`src/sv/tab_text_to_html_table_tokens_defines.svh`:
```
// ----------------------------------------------------------------------------
// Assertion macros for the tab text to HTML table token converter
// Shared same-cycle implication and next-cycle property forms, clocked on clk
// and disabled while rst_n is low.
// ----------------------------------------------------------------------------
`ifndef TAB_TEXT_TO_HTML_TABLE_TOKENS_DEFINES_SVH
`define TAB_TEXT_TO_HTML_TABLE_TOKENS_DEFINES_SVH

// Check that the consequent holds in the same cycle as the antecedent
`define TTH_ASSERT_NOW(label, ante, cons, msg) \
    label: assert property (@(posedge clk) disable iff (!rst_n) (ante) |-> (cons)) \
        else $error(msg);

// Check that the consequent holds in the cycle after the antecedent
`define TTH_ASSERT_NEXT(label, ante, cons, msg) \
    label: assert property (@(posedge clk) disable iff (!rst_n) (ante) |=> (cons)) \
        else $error(msg);

`endif

```
`src/sv/tthtml_pkg.sv`:
```
// ----------------------------------------------------------------------------
// tthtml_pkg
// Token codes, character codes and the run type shared by the converter.
// ----------------------------------------------------------------------------
package tthtml_pkg;

    localparam int unsigned CHAR_BITS_DEFAULT = 16;

    // Most tokens one item can cause, and the width of a token count
    localparam int unsigned RUN_MAX  = 5;
    localparam int unsigned CNT_BITS = $clog2(RUN_MAX + 1);

    // Character codes that steer the conversion
    localparam logic [7:0] CODE_TAB = 8'h09;
    localparam logic [7:0] CODE_LF  = 8'h0A;
    localparam logic [7:0] CODE_CR  = 8'h0D;
    localparam logic [7:0] CODE_LT  = 8'h3C;
    localparam logic [7:0] CODE_GT  = 8'h3E;
    localparam logic [7:0] CODE_AMP = 8'h26;

    typedef enum logic [3:0] {
        TK_LIT         = 4'd0,
        TK_TABLE_OPEN  = 4'd1,
        TK_TABLE_CLOSE = 4'd2,
        TK_ROW_OPEN    = 4'd3,
        TK_ROW_CLOSE   = 4'd4,
        TK_TH_OPEN     = 4'd5,
        TK_TH_CLOSE    = 4'd6,
        TK_TD_OPEN     = 4'd7,
        TK_TD_CLOSE    = 4'd8,
        TK_LT          = 4'd9,
        TK_GT          = 4'd10,
        TK_AMP         = 4'd11,
        TK_END         = 4'd12
    } tok_kind_t;

    // Tokens caused by one item, in emission order
    typedef struct packed {
        tok_kind_t [RUN_MAX-1:0] kind;
        logic [CNT_BITS-1:0]     count;
    } run_t;

endpackage

```
`src/sv/tthtml_if.sv`:
```
// ----------------------------------------------------------------------------
// tthtml channel interfaces
// Text character channel and token channel, both valid/ready.
// ----------------------------------------------------------------------------
interface tthtml_in_if
    import tthtml_pkg::*;
#(
    parameter int unsigned CHAR_BITS = CHAR_BITS_DEFAULT
);
    logic                 valid;
    logic                 ready;
    logic                 op;
    logic [CHAR_BITS-1:0] char_code;

    modport source (output valid, output op, output char_code, input ready);
    modport sink   (input valid, input op, input char_code, output ready);
endinterface

interface tthtml_out_if
    import tthtml_pkg::*;
#(
    parameter int unsigned CHAR_BITS = CHAR_BITS_DEFAULT
);
    logic                 valid;
    logic                 ready;
    tok_kind_t            token_kind;
    logic [CHAR_BITS-1:0] literal_code;
    logic                 last_of_run;

    modport source (output valid, output token_kind, output literal_code,
                    output last_of_run, input ready);
    modport sink   (input valid, input token_kind, input literal_code,
                    input last_of_run, output ready);
endinterface

```
`src/sv/tthtml_decode.sv`:
```
// ----------------------------------------------------------------------------
// tthtml_decode
// Holds the table/row/cell state and builds the token run for one item.
// ----------------------------------------------------------------------------
module tthtml_decode
    import tthtml_pkg::*;
#(
    parameter int unsigned CHAR_BITS = CHAR_BITS_DEFAULT
)(
    input  logic                 clk,
    input  logic                 rst_n,
    input  logic                 accept,
    input  logic                 op,
    input  logic [CHAR_BITS-1:0] char_code,
    output run_t                 run
);

    typedef enum logic [3:0] {
        PH_SKIP  = 4'b0001,
        PH_HEAD  = 4'b0010,
        PH_AFTER = 4'b0100,
        PH_DATA  = 4'b1000
    } phase_t;

    typedef enum logic [1:0] {
        SW_NONE = 2'd0,
        SW_LF   = 2'd1,
        SW_CR   = 2'd2
    } swallow_t;

    phase_t   phase_reg, phase_next;
    swallow_t sw_reg, sw_next;
    logic     cell_reg, cell_next;
    logic     row_reg, row_next;

    logic is_cr, is_lf, brk, pair_hit;

    // Append one token to a run
    function automatic run_t add_tok(run_t r, tok_kind_t k);
        run_t o;
        o = r;
        if (r.count < CNT_BITS'(RUN_MAX))
        begin
            o.kind[r.count] = k;
            o.count         = r.count + CNT_BITS'(1);
        end
        return o;
    endfunction

    // Append the tokens of a character inside an open cell
    function automatic run_t add_body(run_t r, logic [CHAR_BITS-1:0] c, logic hdr);
        run_t o;
        o = r;
        if (c == CHAR_BITS'(CODE_TAB))
        begin
            o = add_tok(o, hdr ? TK_TH_CLOSE : TK_TD_CLOSE);
            o = add_tok(o, hdr ? TK_TH_OPEN : TK_TD_OPEN);
        end
        else if (c == CHAR_BITS'(CODE_LT))
            o = add_tok(o, TK_LT);
        else if (c == CHAR_BITS'(CODE_GT))
            o = add_tok(o, TK_GT);
        else if (c == CHAR_BITS'(CODE_AMP))
            o = add_tok(o, TK_AMP);
        else
            o = add_tok(o, TK_LIT);
        return o;
    endfunction

    assign is_cr    = (char_code == CHAR_BITS'(CODE_CR));
    assign is_lf    = (char_code == CHAR_BITS'(CODE_LF));
    assign brk      = is_cr || is_lf;
    assign pair_hit = ((sw_reg == SW_LF) && is_lf) || ((sw_reg == SW_CR) && is_cr);

    // Build the run and the next state
    always_comb
    begin
        run_t r;
        logic row_v;
        logic cell_v;
        r          = '0;
        row_v      = row_reg;
        cell_v     = cell_reg;
        phase_next = phase_reg;
        sw_next    = sw_reg;
        cell_next  = cell_reg;
        row_next   = row_reg;
        if (op)
        begin
            // End of text: close what is open, then terminate
            if (phase_reg != PH_SKIP)
            begin
                if (cell_reg)
                    r = add_tok(r, (phase_reg == PH_HEAD) ? TK_TH_CLOSE : TK_TD_CLOSE);
                if (row_reg)
                    r = add_tok(r, TK_ROW_CLOSE);
                r = add_tok(r, TK_TABLE_CLOSE);
            end
            r          = add_tok(r, TK_END);
            phase_next = PH_SKIP;
            sw_next    = SW_NONE;
            cell_next  = 1'b0;
            row_next   = 1'b0;
        end
        else
        begin
            sw_next = SW_NONE;
            if (!pair_hit)
            begin
                case (phase_reg)
                    PH_SKIP:
                    begin
                        if (!brk)
                        begin
                            r          = add_tok(r, TK_TABLE_OPEN);
                            r          = add_tok(r, TK_ROW_OPEN);
                            r          = add_tok(r, TK_TH_OPEN);
                            r          = add_body(r, char_code, 1'b1);
                            row_next   = 1'b1;
                            cell_next  = 1'b1;
                            phase_next = PH_HEAD;
                        end
                    end
                    PH_HEAD:
                    begin
                        if (brk)
                        begin
                            r          = add_tok(r, TK_TH_CLOSE);
                            r          = add_tok(r, TK_ROW_CLOSE);
                            cell_next  = 1'b0;
                            row_next   = 1'b0;
                            sw_next    = is_cr ? SW_LF : SW_CR;
                            phase_next = PH_AFTER;
                        end
                        else
                            r = add_body(r, char_code, 1'b1);
                    end
                    PH_AFTER, PH_DATA:
                    begin
                        // First data line always opens a row
                        if (phase_reg == PH_AFTER)
                        begin
                            r          = add_tok(r, TK_ROW_OPEN);
                            r          = add_tok(r, TK_TD_OPEN);
                            row_v      = 1'b1;
                            cell_v     = 1'b1;
                            phase_next = PH_DATA;
                        end
                        if (brk)
                        begin
                            if (cell_v)
                                r = add_tok(r, TK_TD_CLOSE);
                            if (row_v)
                                r = add_tok(r, TK_ROW_CLOSE);
                            cell_next = 1'b0;
                            row_next  = 1'b0;
                            sw_next   = is_cr ? SW_LF : SW_CR;
                        end
                        else
                        begin
                            if (!row_v)
                                r = add_tok(r, TK_ROW_OPEN);
                            if (!cell_v)
                                r = add_tok(r, TK_TD_OPEN);
                            r         = add_body(r, char_code, 1'b0);
                            row_next  = 1'b1;
                            cell_next = 1'b1;
                        end
                    end
                    default:
                    begin
                        phase_next = PH_SKIP;
                    end
                endcase
            end
        end
        run = r;
    end

    // Advance the state on each accepted item
    always_ff @(posedge clk or negedge rst_n)
    begin
        if (!rst_n)
        begin
            phase_reg <= PH_SKIP;
            sw_reg    <= SW_NONE;
            cell_reg  <= 1'b0;
            row_reg   <= 1'b0;
        end
        else if (accept)
        begin
            phase_reg <= phase_next;
            sw_reg    <= sw_next;
            cell_reg  <= cell_next;
            row_reg   <= row_next;
        end
    end

endmodule

```
`src/sv/tthtml_serial.sv`:
```
// ----------------------------------------------------------------------------
// tthtml_serial
// Holds one token run and hands its tokens out one per cycle while token_out is ready.
// ----------------------------------------------------------------------------
`include "tab_text_to_html_table_tokens_defines.svh"

module tthtml_serial
    import tthtml_pkg::*;
#(
    parameter int unsigned CHAR_BITS = CHAR_BITS_DEFAULT
)(
    input  logic                 clk,
    input  logic                 rst_n,
    input  logic                 load,
    input  run_t                 run,
    input  logic [CHAR_BITS-1:0] lit,
    output logic                 take_ready,
    tthtml_out_if.source         token_out
);

    run_t                 run_reg;
    logic [CHAR_BITS-1:0] lit_reg;
    logic [CNT_BITS-1:0]  idx_reg;
    logic                 full_reg;

    logic      last_tok;
    logic      out_fire;
    tok_kind_t kind_cur;

    assign kind_cur   = run_reg.kind[idx_reg];
    assign last_tok   = (idx_reg == run_reg.count - CNT_BITS'(1));
    assign out_fire   = full_reg && token_out.ready;
    assign take_ready = !full_reg || (out_fire && last_tok);

    // Drive the token channel
    assign token_out.valid        = full_reg;
    assign token_out.token_kind   = kind_cur;
    assign token_out.literal_code = (kind_cur == TK_LIT) ? lit_reg : '0;
    assign token_out.last_of_run  = last_tok;

    // Hold the payload of a new run
    always_ff @(posedge clk)
    begin
        if (load)
        begin
            run_reg <= run;
            lit_reg <= lit;
        end
    end

    // Load a run or advance through it
    always_ff @(posedge clk or negedge rst_n)
    begin
        if (!rst_n)
        begin
            full_reg <= 1'b0;
            idx_reg  <= '0;
        end
        else if (load)
        begin
            full_reg <= (run.count != '0);
            idx_reg  <= '0;
        end
        else if (out_fire)
        begin
            if (last_tok)
                full_reg <= 1'b0;
            else
                idx_reg <= idx_reg + CNT_BITS'(1);
        end
    end

    `TTH_ASSERT_NOW(a_count_range, full_reg,
        (run_reg.count != '0) && (run_reg.count <= CNT_BITS'(RUN_MAX)),
        "run count out of range")
    `TTH_ASSERT_NOW(a_idx_in_run, full_reg, idx_reg < run_reg.count,
        "token index past end of run")
    `TTH_ASSERT_NOW(a_no_overwrite, load && full_reg, out_fire && last_tok,
        "run overwritten before it was delivered")
    `TTH_ASSERT_NEXT(a_idx_step, out_fire && !last_tok && !load,
        full_reg && (idx_reg == $past(idx_reg) + CNT_BITS'(1)),
        "token index did not advance")

endmodule

```
`src/sv/tab_text_to_html_table_tokens.sv`:
```
// ----------------------------------------------------------------------------
// tab_text_to_html_table_tokens
// Converts tab-separated text characters into HTML table tokens.
//
//   channel    dir  handshake     payload
//   text_in    in   valid/ready   op, char_code
//   token_out  out  valid/ready   token_kind, literal_code, last_of_run
//
// An item is decoded in the cycle it is accepted and its run of 0 to 5 tokens
// is loaded into the single token output register; tokens leave token_out one
// per cycle while token_out is ready, starting the next cycle.
// A new item is taken in the cycle the last token of the previous run is taken,
// or when no run is held, so a stall on token_out holds text_in.ready low.
// Reset clears the decode state and empties the token output register.
// ----------------------------------------------------------------------------
module tab_text_to_html_table_tokens
    import tthtml_pkg::*;
#(
    parameter int unsigned CHAR_BITS = CHAR_BITS_DEFAULT
)(
    input  logic         clk,
    input  logic         rst_n,
    tthtml_in_if.sink    text_in,
    tthtml_out_if.source token_out
);

    logic accept;
    logic take_ready;
    run_t run;

    assign text_in.ready = take_ready;
    assign accept        = text_in.valid && take_ready;

    // Decode state and token run
    tthtml_decode #(
        .CHAR_BITS (CHAR_BITS)
    ) u_decode (
        .clk       (clk),
        .rst_n     (rst_n),
        .accept    (accept),
        .op        (text_in.op),
        .char_code (text_in.char_code),
        .run       (run)
    );

    // Token run register and output
    tthtml_serial #(
        .CHAR_BITS (CHAR_BITS)
    ) u_serial (
        .clk        (clk),
        .rst_n      (rst_n),
        .load       (accept),
        .run        (run),
        .lit        (text_in.char_code),
        .take_ready (take_ready),
        .token_out  (token_out)
    );

endmodule
```
`src/flat_wrapper.sv`:
```
// flat-port wrapper written by rule: the top's interface ports become plain ports
module tab_text_to_html_table_tokens_flat import tthtml_pkg::*;
#(
    parameter int unsigned CHAR_BITS = CHAR_BITS_DEFAULT
)
  (clk, rst_n, text_in_valid, text_in_op, text_in_char_code, text_in_ready, token_out_valid, token_out_token_kind, token_out_literal_code, token_out_last_of_run, token_out_ready);
  tthtml_in_if #(.CHAR_BITS(CHAR_BITS)) text_in_i ();
  tthtml_out_if #(.CHAR_BITS(CHAR_BITS)) token_out_i ();
  input  logic clk;
  input  logic rst_n;
  input wire logic [$bits(text_in_i.valid)-1:0] text_in_valid;
  input wire logic [$bits(text_in_i.op)-1:0] text_in_op;
  input wire logic [$bits(text_in_i.char_code)-1:0] text_in_char_code;
  output wire logic [$bits(text_in_i.ready)-1:0] text_in_ready;
  output wire logic [$bits(token_out_i.valid)-1:0] token_out_valid;
  output wire logic [$bits(token_out_i.token_kind)-1:0] token_out_token_kind;
  output wire logic [$bits(token_out_i.literal_code)-1:0] token_out_literal_code;
  output wire logic [$bits(token_out_i.last_of_run)-1:0] token_out_last_of_run;
  input wire logic [$bits(token_out_i.ready)-1:0] token_out_ready;
  assign text_in_i.valid = text_in_valid;
  assign text_in_i.op = text_in_op;
  assign text_in_i.char_code = text_in_char_code;
  assign text_in_ready = text_in_i.ready;
  assign token_out_valid = token_out_i.valid;
  assign token_out_token_kind = token_out_i.token_kind;
  assign token_out_literal_code = token_out_i.literal_code;
  assign token_out_last_of_run = token_out_i.last_of_run;
  assign token_out_i.ready = token_out_ready;
  tab_text_to_html_table_tokens #(.CHAR_BITS(CHAR_BITS)) u_core (.clk(clk), .rst_n(rst_n), .text_in(text_in_i), .token_out(token_out_i));
endmodule
```
`config.mk`:
```
export PLATFORM = sky130hd
export DESIGN_NAME = tab_text_to_html_table_tokens_flat
export DESIGN_NICKNAME = d
export VERILOG_FILES = /design/src/sv/tthtml_pkg.sv /design/src/sv/tthtml_if.sv /design/src/sv/tthtml_decode.sv /design/src/sv/tthtml_serial.sv /design/src/sv/tab_text_to_html_table_tokens.sv /design/src/flat_wrapper.sv
export VERILOG_INCLUDE_DIRS = /design/src /design/src/sv
export SDC_FILE = /design/constraint.sdc
export NUM_CORES = 1
export LEC_CHECK = 0
export ABC_CLOCK_PERIOD_IN_PS = 5570
export BUFFER_PORTS_ARGS = -buffer_cell sky130_fd_sc_hd__buf_2
export CORE_MARGIN = 2
export CORE_UTILIZATION = 30
export CTS_CLUSTER_DIAMETER = 100
export CTS_CLUSTER_SIZE = 16
export DETAILED_ROUTE_END_ITERATION = 12
export PLACE_DENSITY = 0.57
export SLEW_MARGIN = 20
export SYNTH_ARGS = -nofsm -noshare
export SYNTH_HDL_FRONTEND = slang
export SYNTH_HIERARCHICAL = 1
export SYNTH_SLANG_ARGS = --single-unit
```
`constraint.sdc`:
```
create_clock -name clk -period 5.57 [get_ports clk]
set_clock_uncertainty 0.2 [all_clocks]
set_input_delay 0.2785 -clock clk [delete_from_list [all_inputs] [get_ports clk]]
set_output_delay 0.2785 -clock clk [all_outputs]
set_load 0.005 [all_outputs]
```
# Word-level counts from Yosys, hierarchy flattened
# Cells that the tools add are included.
[classes]
addsub = 17
n_lt_le_gt_ge = 46
eq_ne = 19
n_mux = 166
bitwise = 70
n_reduce_logical = 35
[op_table]
columns = ["operator", "count"]
rows = [
  ["$mux W23", 83],
  ["$demux W4 S3", 15],
  ["$mux W7", 21],
  ["$not A10 Y10", 11],
  ["$and A10 B10 Y10", 9],
  ["$not A15 Y15", 6],
  ["$or A10 B10 Y10", 9],
  ["$mux W4", 22],
  ["$and A15 B15 Y15", 5],
  ["$pmux W23 S3", 1],
  ["$lt A3 B4 Y1 const B", 16],
  ["$or A15 B15 Y15", 4],
  ["$add A3 B1 Y3 const B", 16],
  ["$eq A16 B4 Y1 const B", 3],
  ["$eq A16 B6 Y1 const B", 3],
  ["$ge A3 B1 Y1 const B", 15],
  ["$lt A3 B3 Y1 const B", 15],
  ["$and A20 B20 Y20", 2],
  ["$not A20 Y20", 2],
  ["$not A5 Y5", 5],
  ["$or A5 B5 Y5", 5],
  ["$and A2 B10 Y10", 2],
  ["$and A5 B5 Y5", 4],
  ["$logic_and A1 B1 Y1", 20],
  ["other kinds (34)", 59],
]
[totals]
regBits = 50
in_bits = 21
output_inout_bits = 23
wordCells = 365

# Logic depth before layout (Yosys ltp)
[depth]
depth_word = 66
mapped_depth = 11
depth_no_buf = 11

# By module
# The synthesis kept the hierarchy.
[by_module_without_submodules]
columns = ["mod", "n_inst", "cells_each", "area_per_inst_um2", "seq_area_each_um2"]
rows = [
  ["tthtml_serial", 1, 137, 1916.8, 1271.2],
  ["tthtml_decode", 1, 157, 1096.1, 176.4],
  ["tab_text_to_html_table_tokens", 1, 1, 6.3, 0.0],
]

# Worst setup path after synthesis
# OpenSTA, ideal clock, no wires.
[synth_timing]
kind = "reg2reg"
start = "reg u_core/u_serial/run_reg[0] (netlist bit)"
end = "reg u_core.u_decode.phase_reg[2]"
setup_time_ps = 128
t_arrival_ps = 3380
t_required_ps = 5242
setup_slack_ps = 1862
path_stages_with_launch = 11
path_buffers = 0
period_less_slack_ps = 3708
path_cell_list = "edfxtp_1 > inv_1 > ha_1 > xor2_1 > and3_1 > nand2_1 > nand2_1 > and2_1 > o21ai_1 > a211oi_2 > mux2_1"
[synth_via]
elab_chain_len = 6
[synth_lines]
columns = ["item", "line_no", "text"]
rows = [
  ["from (decl)", "tthtml_serial.sv:21", "run_t run_reg;"],
  ["from (signal assigned)", "tthtml_serial.sv:46", "run_reg <= run;"],
  ["$sub A3 B1 Y3", "tthtml_serial.sv:31", "assign last_tok = (idx_reg == run_reg.count - CNT_BITS'(1));"],
  ["$eq A3 B3 Y1", "tthtml_serial.sv:31", ""],
  ["net token_out_last_of_run", "flat_wrapper.sv:18", "output wire logic [$bits(token_out_i.last_of_run)-1:0] token_out_last_of_run;"],
  ["$logic_and A1 B1 Y1", "tthtml_serial.sv:33", "assign take_ready = !full_reg || (out_fire && last_tok);"],
  ["$logic_or A1 B1 Y1", "tthtml_serial.sv:33", ""],
  ["net text_in_ready", "flat_wrapper.sv:14", "output wire logic [$bits(text_in_i.ready)-1:0] text_in_ready;"],
  ["$logic_and A1 B1 Y1", "tab_text_to_html_table_tokens.sv:32", "assign accept = text_in.valid && take_ready;"],
  ["net u_core.accept", "tab_text_to_html_table_tokens.sv:27", "logic accept;"],
  ["$reduce_and A5 Y1 (no line)", "n/a", ""],
  ["to (signal assigned)", "tthtml_decode.sv:192", "phase_reg <= phase_next;"],
  ["to (decl)", "tthtml_decode.sv:31", "phase_t phase_reg, phase_next;"],
]
# The timed path passes the listed nets, and every way through them passes these cells.
# A chain may end at the register's enable or synchronous reset.

==> results by group <==
Clock network
  – Clock buffers created by TritonCTS: 5
  – Clock slew at reported path FFs: ~90 ps
  – Clock tree from TritonCTS: done
  – Max clock buf depth: 2
  – Number of setup buffers added after CTS: 0
  – H-tree levels: 2
  – Clock latency at the later pin of the worst-skew pair: 310 ps
  – CTS-repair resized insts: 0
  – Clock Sink Count: 50
  – Clk root buf: clkbuf_8

Drt
  – Remaining routing DRC violations: 0
  – Initial DRC Count: 149
  – Via density per instance: 5.06
  – Final routed wire length divided by cell count: 14.2 um
  – Via count of the routed design: 2,420
  – Total length of routed wires: 6810 um
  – DRT Pass-1 Iters: 5
  – Residual antenna-violating net count after detailed routing: 0

Floorplanning
  – Die footprint: about 0.011 sq mm
  – CORE AREA: 0.00977 sq mm
  – Die Y-Extent: approximately 100 um
  – I/O pin total: 44
  – Horizontal die dimension: 104 um
  – Initial standard-cell utilization of the core: 0.309
  – Number of core rows: 36

Outcome
  – Outcome: completed

Logic synthesis
  – Number of synthesized flops with an enable pin: 39
  – Synthesized area divided by synthesized cell count: 10.2 sq um
  – Synth area leader: edfxtp_1
  – Synthesized cell area: 0.00302 sq mm
  – Area share of the largest cell type after synthesis: 0.388
  – Number of warnings issued by yosys: 6
  – Primary FF master, synth: edfxtp_1
  – Most common cell in the synthesized netlist: edfxtp_1
  – Register area share after synthesis: 0.479
  – Gate count of the mapped netlist: ~300
  – Most area-consuming cells after synthesis: edfxtp_1 (39%), dfrtp_1 (8.3%), nor3_1 (3.5%)
  – #FFs+latches synth: 50
  – Synth unique cells: 65
  – Commonest cells in the synthesized netlist: edfxtp_1 (39), inv_1 (23), nand2_1 (22)
  – Proportion of synthesized flip-flops having asynchronous set or reset: 0.220

Layout
  – Number of diodes added for antenna fixing: 0
  – Flip-flop count of the largest register after layout: 23
  – Post-layout utilization of the core: 0.361
  – Area added between synthesis and finish: 16.9%
  – Net count reported at finish: roughly 370
  – Layout fillers: 994
  – Layout cell share with drive strength beyond 1: 0.200
  – Layout Cells excl Fill: 478

Global routing
  – Pin count of the biggest net entering global routing: slightly above 50
  – Vias in the first global route: 2,240
  – Congestion Overflow GR: 0
  – Initial antenna violation count: 0
  – Wire length of the first global-routing pass: about 11,000 um
  – Total GRT Usage: 0.128

Worst hold path
  – Worst hold path type: in -> reg

STA
  – Slew Viols, Final: 0
  – Sum Neg Setup Slack: 0 ps
  – Hold Fails Final Rpt: 0
  – Slew HR: 0.407
  – Max Clock Freq: about 290 MHz
  – Setup violations, final: 0
  – Slew at the pin closest to its max-slew limit: 883 ps
  – Unrepaired setup endpoints after global routing: no
  – Shortest period the worst path allows: 3490 ps
  – Portion of the clock cycle consumed by the worst path in the final layout: 0.626

Placed design
  – GP Congestion: about 0.9
  – Cell Count Post-Placement: 455
  – DPL Wire Length: 4900 um
  – Number of input and output port buffers inserted: 43

Critical path
  – Critical Setup Path Class: in -> reg
  – CP Data Required Time: 5560 ps
  – Cell with the largest stage delay on the worst path: nor4_1
  – Data arrival, critical path: 3470 ps
  – Ordered list of cells on the worst path: dlygate4sd3_1, buf_2, nor4_1, nand4_1, a21oi_1, o21ai_0, a31oi_1, o32ai_2, or4_1, o21ai_0, a31oi_1
  – Highest fanout seen on the critical path: 5
  – Biggest cell delay along the critical path: ~600 ps
  – FF-to-FF setup slack: about 2200 ps
  – Kind of end point of the critical path: flip-flop
  – Worst Setup Start Kind: primary input

Pwr
  – Peak supply drop: 172 uV
  – Power density over the cells: 453 mW/mm^2
  – Power after layout: between 1.5 and 2 mW
  – Reported leakage power: 1.35 nW

Flow run
  – Max-cap violations: 0
## cell families (layout without fill, tap and decap cells)
family	Yosys count	count (layout)	share of synthesized area
AO/OA/AOI/OAI	69	69	0.176
buffers and inverters	43	92	0.0733
adder cells (fa/ha/maj)	2	2	0.00829
other	1	2	0.00124
AND/OR/NAND/NOR	112	112	0.197
multiplexers	11	11	0.0373
XOR/XNOR	7	7	0.0274
flip-flops	50	50	0.479
## per-stage QoR
step | worst slack, ps | hold slack, ps | area (sq um)
finish | 2080 | 13.5 | 3530
global route | 1890 | 8.81 | 3530
CTS | 2100 | 7.89 | 3530
detailed placement | 2240 | -12.2 | 3290
global placement | 2320 | -20.4 | 3290
floorplan | 1860 | -217 | 3020
## final timing paths
check                                           start                               to  cells past startpoint
min in group asynchronous                       rst_n        u_core/u_decode/sw_reg[0]                      2
min reg2reg                 u_core/u_decode/sw_reg[1]        u_core/u_decode/sw_reg[1]                      2
max reg2reg                u_core/u_serial/idx_reg[0]     u_core/u_decode/phase_reg[2]                      9
max in group asynchronous                       rst_n     u_core/u_decode/phase_reg[0]                      2
max                             text_in_char_code[13]  u_core/u_serial/token_out.valid                     11
min                                   token_out_ready  u_core/u_serial/token_out.valid                      2
## metal layers
layer  vias to the layer above  track usage  part of all wire
met5                         -            0                 0
met4                         0       0.0415             0.016
met3                         7       0.0238             0.041
met2                        55        0.204              0.47
met1                      1171        0.176              0.48
li1                       1187            -                 -
## cell type report
cell class | count | area [sq um] | area share
clock buffer | 5 | 68.8 | 0.0195
multi-input combinational | 203 | 1360 | 0.384
sequential | 50 | 1450 | 0.410
inverter | 25 | 93.8 | 0.0266
timing repair buffer | 59 | 373 | 0.106
clock inverter | 3 | 23.8 | 0.00674
tap | 133 | 166 | 0.0472
## repair_timing
item,CTS,global route
setup endpoints to repair,0,0
endpoints found under the hold margin,25,0
hold buffers,15,0
## cell usage in the layout (no fill, tap or decap), types with 8 or more instances in the layout
cell           instances
dlygate4sd3_1         15
o21ai_1                8
nor3_1                21
dfrtp_1               10
nor2_1                20
mux2i_1                9
edfxtp_1              39
buf_2                 43
a21oi_1               14
inv_1                 23
nand2_1               22
## power by group
| part | switching [mW] | leakage [nW] | total (mW) | internal [mW] |
|---|---|---|---|---|
| sequential | 0.103 | 0.515 | 0.645 | 0.542 |
| combinational | 0.441 | 0.794 | 0.735 | 0.293 |
| clock | 0.128 | 0.0408 | 0.218 | 0.0900 |
## worst max-delay path: cells and delay by family
family | cells | cell delay [ps]
AO/OA/AOI/OAI | 6 | 1110
buffers and inverters | 2 | 650
AND/OR/NAND/NOR | 3 | 1430
Power figures use the tool's default switching activity.
